===== src/rtl/qwt_pkg.sv =====
package qwt_pkg;

  localparam int MAX_WORD = 256;
  // longest word kept, whatever the buffer size
  localparam int WORD_CAP = ((MAX_WORD - 1) > 255) ? 255 : (MAX_WORD - 1);

  localparam logic [8:0] BUF_SIZE_RESET = 9'd256;

  localparam logic [7:0] CH_SPACE  = 8'h20;
  localparam logic [7:0] CH_TAB    = 8'h09;
  localparam logic [7:0] CH_NL     = 8'h0a;
  localparam logic [7:0] CH_SQUOTE = 8'h27;
  localparam logic [7:0] CH_DQUOTE = 8'h22;

  typedef enum logic [1:0] {
    KIND_CHAR = 2'd0,
    KIND_END  = 2'd1,
    KIND_NONE = 2'd2
  } kind_t;

  typedef enum logic [3:0] {
    PH_START = 4'b0001,
    PH_LEAD  = 4'b0010,
    PH_WORD  = 4'b0100,
    PH_TRAIL = 4'b1000
  } phase_t;

  typedef struct packed {
    logic       last;
    kind_t      kind;
    logic [7:0] ch;
    logic [7:0] len;
    logic       eol;
  } result_t;

  typedef struct packed {
    phase_t     phase;
    logic       sq;
    logic       dq;
    logic [7:0] cnt;
    logic       emit;
    result_t    res;
  } word_step_t;

  // one item seen from inside a word
  function automatic word_step_t word_item(logic [7:0] c, logic eof, logic sq, logic dq,
                                           logic [7:0] cnt, logic [7:0] limit);
    word_step_t w;
    logic add;
    w       = '0;
    w.phase = PH_WORD;
    w.sq    = sq;
    w.dq    = dq;
    w.cnt   = cnt;
    w.res.kind = KIND_CHAR;
    add     = 1'b0;
    if (eof) begin
      w.emit     = 1'b1;
      w.res.kind = KIND_END;
      w.res.len  = cnt;
      w.res.eol  = 1'b1;
      w.cnt      = 8'd0;
      w.sq       = 1'b0;
      w.dq       = 1'b0;
      w.phase    = PH_START;
    end else if (c == CH_SQUOTE) begin
      if (!dq) w.sq = !sq;
      else add = 1'b1;
    end else if (c == CH_DQUOTE) begin
      if (!sq) w.dq = !dq;
      else add = 1'b1;
    end else if (c == CH_SPACE || c == CH_TAB || c == CH_NL) begin
      if (sq || dq) begin
        add = 1'b1;
      end else if (c == CH_NL) begin
        w.emit     = 1'b1;
        w.res.kind = KIND_END;
        w.res.len  = cnt;
        w.res.eol  = 1'b1;
        w.cnt      = 8'd0;
        w.sq       = 1'b0;
        w.dq       = 1'b0;
        w.phase    = PH_START;
      end else begin
        w.phase = PH_TRAIL;
      end
    end else begin
      add = 1'b1;
    end
    if (add && (cnt < limit)) begin
      w.emit     = 1'b1;
      w.res.kind = KIND_CHAR;
      w.res.ch   = c;
      w.cnt      = cnt + 8'd1;
    end
    return w;
  endfunction

endpackage


===== src/rtl/quoted_word_tokenizer.sv =====
// Quoted word tokenizer: takes one character request per cycle while in_tready is high
// (tuser marks end of input), updates the tokenizer state in the same cycle and pushes
// zero, one or two results into a four-entry result queue that drives the output stream.
// Two results (a new word right after trailing blanks) are pushed at once; results leave
// at one per cycle while out_tready is high; in_tready drops once the queue holds three or
// more results. buffer_size is to be written through cfg_* while the block is idle, which
// the block does not enforce; words keep at most buffer_size-1 characters, capped at 255.
module quoted_word_tokenizer (
  input  logic        clk,
  input  logic        rst_n,
  input  logic        in_tvalid,
  output logic        in_tready,
  input  logic [7:0]  in_tdata,   // in_byte
  input  logic        in_tuser,   // at_end
  output logic        out_tvalid,
  input  logic        out_tready,
  output logic [23:0] out_tdata,  // out_char, word_length, at_eol, zero pad
  output logic [1:0]  out_tuser,  // kind
  output logic        out_tlast,  // last
  input  logic        cfg_valid,
  output logic        cfg_ready,
  input  logic [8:0]  cfg_data    // buffer_size
);

  qwt_pkg::phase_t phase_r, phase_nxt;
  logic            sq_r, sq_nxt;
  logic            dq_r, dq_nxt;
  logic [7:0]      cnt_r, cnt_nxt;
  logic [8:0]      buf_size_r;

  qwt_pkg::result_t q_mem [4];
  logic [1:0]       wr_ptr_r, rd_ptr_r;
  logic [2:0]       count_r;

  logic             in_acc, out_acc;
  logic [7:0]       limit;
  logic [8:0]       lim9;
  logic             blank;
  logic             e0_v, e1_v;
  qwt_pkg::result_t e0, e1;
  qwt_pkg::word_step_t ws;
  logic [2:0]       n_push;

  assign in_acc    = in_tvalid && in_tready;
  assign out_acc   = out_tvalid && out_tready;
  assign in_tready = (count_r <= 3'd2);
  assign cfg_ready = 1'b1;

  assign lim9  = buf_size_r - 9'd1;
  always_comb begin
    if (buf_size_r == 9'd0) limit = 8'd0;
    else if (lim9 > 9'(qwt_pkg::WORD_CAP)) limit = 8'(qwt_pkg::WORD_CAP);
    else limit = lim9[7:0];
  end

  assign blank = !in_tuser && (in_tdata == qwt_pkg::CH_SPACE || in_tdata == qwt_pkg::CH_TAB);

  always_comb begin
    phase_nxt = phase_r;
    sq_nxt    = sq_r;
    dq_nxt    = dq_r;
    cnt_nxt   = cnt_r;
    e0_v      = 1'b0;
    e1_v      = 1'b0;
    e0        = '0;
    e1        = '0;
    ws        = qwt_pkg::word_item(in_tdata, in_tuser, sq_r, dq_r, cnt_r, limit);
    case (phase_r)
      qwt_pkg::PH_START: begin
        if (in_tuser) begin
          e0_v      = 1'b1;
          e0.kind   = qwt_pkg::KIND_NONE;
        end else if (blank) begin
          phase_nxt = qwt_pkg::PH_LEAD;
        end else begin
          phase_nxt = ws.phase;
          sq_nxt    = ws.sq;
          dq_nxt    = ws.dq;
          cnt_nxt   = ws.cnt;
          e0_v      = ws.emit;
          e0        = ws.res;
        end
      end
      qwt_pkg::PH_LEAD, qwt_pkg::PH_WORD: begin
        if (!blank || phase_r == qwt_pkg::PH_WORD) begin
          phase_nxt = ws.phase;
          sq_nxt    = ws.sq;
          dq_nxt    = ws.dq;
          cnt_nxt   = ws.cnt;
          e0_v      = ws.emit;
          e0        = ws.res;
        end
      end
      qwt_pkg::PH_TRAIL: begin
        if (!blank) begin
          e0_v    = 1'b1;
          e0.kind = qwt_pkg::KIND_END;
          e0.len  = cnt_r;
          if (in_tuser || in_tdata == qwt_pkg::CH_NL) begin
            e0.eol    = 1'b1;
            phase_nxt = qwt_pkg::PH_START;
            sq_nxt    = 1'b0;
            dq_nxt    = 1'b0;
            cnt_nxt   = 8'd0;
          end else begin
            // previous word closes, the new one starts from clean state
            ws        = qwt_pkg::word_item(in_tdata, 1'b0, 1'b0, 1'b0, 8'd0, limit);
            phase_nxt = ws.phase;
            sq_nxt    = ws.sq;
            dq_nxt    = ws.dq;
            cnt_nxt   = ws.cnt;
            e1_v      = ws.emit;
            e1        = ws.res;
          end
        end
      end
      default: begin
        phase_nxt = qwt_pkg::PH_START;
      end
    endcase
    if (e1_v) e1.last = 1'b1;
    else e0.last = 1'b1;
  end

  assign n_push = in_acc ? (3'(e0_v) + 3'(e1_v)) : 3'd0;

  always_ff @(posedge clk) begin
    if (!rst_n) begin
      phase_r    <= qwt_pkg::PH_START;
      sq_r       <= 1'b0;
      dq_r       <= 1'b0;
      cnt_r      <= 8'd0;
      buf_size_r <= qwt_pkg::BUF_SIZE_RESET;
      wr_ptr_r   <= 2'd0;
      rd_ptr_r   <= 2'd0;
      count_r    <= 3'd0;
    end else begin
      if (cfg_valid && cfg_ready) buf_size_r <= cfg_data;
      if (in_acc) begin
        phase_r <= phase_nxt;
        sq_r    <= sq_nxt;
        dq_r    <= dq_nxt;
        cnt_r   <= cnt_nxt;
      end
      wr_ptr_r <= wr_ptr_r + n_push[1:0];
      if (out_acc) rd_ptr_r <= rd_ptr_r + 2'd1;
      count_r  <= count_r + n_push - 3'(out_acc);
    end
  end

  always_ff @(posedge clk) begin
    if (in_acc && e0_v) q_mem[wr_ptr_r] <= e0;
    if (in_acc && e1_v) q_mem[wr_ptr_r + 2'd1] <= e1;
  end

  assign out_tvalid = (count_r != 3'd0);
  assign out_tdata  = {7'd0, q_mem[rd_ptr_r].eol, q_mem[rd_ptr_r].len, q_mem[rd_ptr_r].ch};
  assign out_tuser  = q_mem[rd_ptr_r].kind;
  assign out_tlast  = q_mem[rd_ptr_r].last;

  // queue never overfills
  a_count_max: assert property (@(posedge clk) disable iff (!rst_n) count_r <= 3'd4)
    else $error("result queue overflow");

  // idle between words means no quoting and no kept characters
  a_start_clean: assert property (@(posedge clk) disable iff (!rst_n)
    (phase_r == qwt_pkg::PH_START || phase_r == qwt_pkg::PH_LEAD) |->
      (!sq_r && !dq_r && cnt_r == 8'd0))
    else $error("stale word state outside a word");

  // end of input always returns to start
  a_eof_start: assert property (@(posedge clk) disable iff (!rst_n)
    (in_acc && in_tuser) |=> (phase_r == qwt_pkg::PH_START))
    else $error("end of input did not return to start");

  // every request that hits a blank at start produces nothing and moves to lead
  a_lead_silent: assert property (@(posedge clk) disable iff (!rst_n)
    (in_acc && blank && phase_r == qwt_pkg::PH_START) |-> (n_push == 3'd0))
    else $error("leading blank produced a result");

endmodule


===== config.mk =====
export PLATFORM = sky130hd
export DESIGN_NAME = quoted_word_tokenizer
export DESIGN_NICKNAME = d
export VERILOG_FILES = /design/src/rtl/qwt_pkg.sv /design/src/rtl/quoted_word_tokenizer.sv
export SDC_FILE = /design/constraint.sdc
export NUM_CORES = 1
export LEC_CHECK = 0
export ABC_AREA = 1
export BUFFER_PORTS_ARGS = -buffer_cell sky130_fd_sc_hd__buf_2
export CORE_MARGIN = 1
export CORE_UTILIZATION = 45
export DETAILED_ROUTE_END_ITERATION = 8
export REMOVE_ABC_BUFFERS = 1
export SLEW_MARGIN = 20
export SYNTH_ARGS = -nofsm -noshare
export SYNTH_HDL_FRONTEND = slang
export SYNTH_SLANG_ARGS = --single-unit
export TNS_END_PERCENT = 10

===== constraint.sdc =====
create_clock -name clk -period 9.65 [get_ports clk]
set_input_delay 1.93 -clock clk [delete_from_list [all_inputs] [get_ports clk]]
set_output_delay 1.93 -clock clk [all_outputs]
set_load 0.03 [all_outputs]

==> results.md <==
- Num CTS Buffers: 9
- Vias in the first global route: a little over 5000
- Setup Skew: 0.00888 ns
- Syn Area/Cell: 7.35 um2
- Yosys reg bits: 112
- Worst-path cell chain: buf_2 > nor2_4 > nand4_1 > nand2_1 > nand3_2 > nand2_1 > nand2_1 > o211ai_2 > inv_2 > nand2_4 > nand2_2 > nand2_2 > nand2_4 > nand3_1 > nand2_1
- GR Util All Layers: 22.7%
- Reg-to-reg endpoint: q_mem[0][11]
- Setup TNS: 0 ns
- Final Hold Fails: 0
- Die area: 0.0152 mm2
- Ports: 53
- Seq. cell area: between 0.002 and 0.003 mm2
- Worst Setup Start Kind: input pin
- Critical path's slowest cell: nand3_1
- Worst Tran Pin Value: 0.959 ns
- Resize count post-CTS: 0
- Max-slew violations: 0
- FFs w/ async S/R, synth: 0%
- Synth Flop Type: dfxtp_1
- Final global-route overflow total: 0
- Status: finished clean
- Row cnt: 43
- Die Wd: between 100 and 150 um
- Nets: 954
- # hold bufs at CTS: 0
- Routability cong.: 0.918
- Mapped Cells: 900
- Max stage delay on crit path: 0.76 ns
- Initial Util: 46.9%
- Crit path DAT: around 5 ns
- Drt first pass iters: 5
- Power Dens Cells: 227 mW/mm2
- Required time of the critical path: about 9.7 ns
- Via count: 5698
- Routed wire length: around 16 mm
- Reg-to-reg startpoint: buf_size_r[0]
- Cell mode on critical path: nand2_1
- Remaining DRCs: 0
- Most frequent cells in the layout: nand2_1, inv_1, nor2_1, dfxtp_1, o21ai_0
- Hold Crit Depth: 2
- Setup violators final: 0
- Clk slew on worst S/H paths: 0.07 ns
- CTS sink cnt: roughly 110
- Avg WL per Cell: about 15 um
- Crit path capture type: register
- CTS root buf: clkbuf_16
- Total power: 1.61 mW
- Most common cell after layout, fill and taps aside: nand2_1
- Leakage power: 3.57 nW
- Post-DR vias/cell: 5.18
- Core Area: 0.0141 mm2
- CP bufs+invs: 2
- H-tree Lvls: 3
- I/O Buffers: 44
- Max Cap Violations: 0
- YS warnings: 0
- CP max FO: 41
- Setup bufs post-CTS: 0
- Inserted Diodes: 0
- 1st-iter DRT viols: 459
- Initial antenna violation count: 0
- Minimum clock period: 4.98 ns
- Setup WS pre-CTS: 4.27 ns
- Layout cells sized above 1: 12.4%
- Final period utilization: 51.6%
- Global-route wire length before repair: roughly 26 mm
- Largest net degree at the start of global routing: 46
- HPWL after detailed placement: 11.1 mm
- Synth cell types: 44
- CP Class: in -> reg
- Post-route setup slack: 4.67 ns
- Fillers: 1402
- TritonCTS clock tree: done
- Footprint of the multi-input gates: around 0.0031 mm2
- Die Ht: 123 um
- Flop-to-flop setup slack: between 4 and 5 ns
- Max Freq: ~0.2 GHz
- Peak supply drop: 0.116 mV
- CTS Buffer Depth: 2
- R2R cell count: 19
- Hold path start: rd_ptr_r[1]
- Post-route ant nets: 0
- RSZ-0062 raised after global routing: no
- Clock Latency Late Sink: ~0.36 ns
- Post-synthesis sequential area ratio: 40.6%
- Post-synth EDFFs: 44
- Top delay family on crit path: simple AND/OR/NAND/NOR gates
- Area delta synth->final: 7.19%
- Min-Delay Path Class: reg -> reg
- Relative slew slack: 36.0%
- Synthesized cell area: 0.00661 mm2
- Worst hold endpoint: rd_ptr_r[1]
## state kept, by name, summed over array words and instances (netlist names), named ones only
signal      count
buf_size_r      9
cnt_r           8
count_r         3
dq_r            1
phase_r         4
q_mem          80
rd_ptr_r        2
sq_r            1
wr_ptr_r        2
## metrics by stage
step / util (%) / hold slack (ns) / area, um2 / std cells
2_1_floorplan: - / 0.436 / 6350 / 858
3_3_place_gp: 48.4 / 0.456 / 6820 / 1085
3_5_place_dp: 48.4 / 0.459 / 6820 / 1085
4_1_cts: 50.3 / 0.473 / 7090 / 1101
5_1_grt: 50.3 / 0.493 / 7090 / 1101
6_report: 50.3 / 0.470 / 7090 / 1101
## worst max-delay path by stage
stage	from	endpoint	depth (start not counted)
after floorplan	in_tdata[3]	count_r[2]	20
after global placement	in_tdata[7]	q_mem[0][11]	15
after detailed placement	in_tdata[7]	q_mem[0][11]	15
after CTS	in_tdata[7]	q_mem[0][11]	15
after global routing	in_tdata[7]	q_mem[0][13]	15
final	in_tdata[7]	q_mem[0][11]	15
## Yosys cell counts (9+ instances only)
cell type,n,area [um2]
nand2_1,161,604
inv_1,138,518
nor2_1,110,413
dfxtp_1,68,1360
o21ai_0,65,325
a21oi_1,58,290
nand4_1,48,300
edfxtp_1,44,1320
nand3_1,23,115
o22ai_1,23,144
clkbuf_1,19,71.3
nor3_1,16,80.1
inv_2,15,56.3
ha_1,14,175
buf_4,10,75.1
buf_2,9,45.0
## report_power, final
| part | internal [mW] | leakage (nW) | total [mW] | switching, mW |
|---|---|---|---|---|
| clock | 0.177 | 0.127 | 0.350 | 0.173 |
| combinational | 0.179 | 2.53 | 0.637 | 0.458 |
| sequential | 0.575 | 0.912 | 0.620 | 0.0452 |
## worst reg2reg max path, stage by stage (launching register included)
cell	delay [ns]
dfxtp_1	0.31
inv_1	0.12
ha_1	0.24
nand2_1	0.08
nor2_2	0.16
nand3_2	0.22
inv_2	0.14
nor2_4	0.06
nand2_1	0.05
nand2_1	0.08
ha_1	0.30
a21oi_1	0.24
o211ai_2	0.11
inv_2	0.19
nand2_4	0.08
nand2_2	0.06
nand2_2	0.05
nand2_4	0.31
nand3_1	0.78
nand2_1	0.72
## cell families after synthesis
family | synth area share [%]
AOI/OAI and AO/OA | 14.0
xor gates and xnor gates | 0.795
adders and majority gates | 2.95
buffers and inverters | 12.9
DFF | 40.6
other | 0.114
and+or+nand+nor | 28.6
## layer usage
layer / track usage [%] / routed length (um) / vias up
met4: 10.9 / 422 / 0
met2: 35.3 / 7130 / 179
li1: - / - / 2959
met5: 0 / 0 / -
met3: 2.35 / 903 / 28
met1: 31.3 / 7680 / 2532
## final cells by class
class	count	share of cell area (%)
clock buffers	12	3.34
clock inverters	4	0.424
inverters	153	8.10
multi-input cells	593	43.7
flip-flops and latches	112	37.8
well taps	180	3.18
repair buffers	47	3.42
No activity file was read; power rests on OpenSTA's default activity.
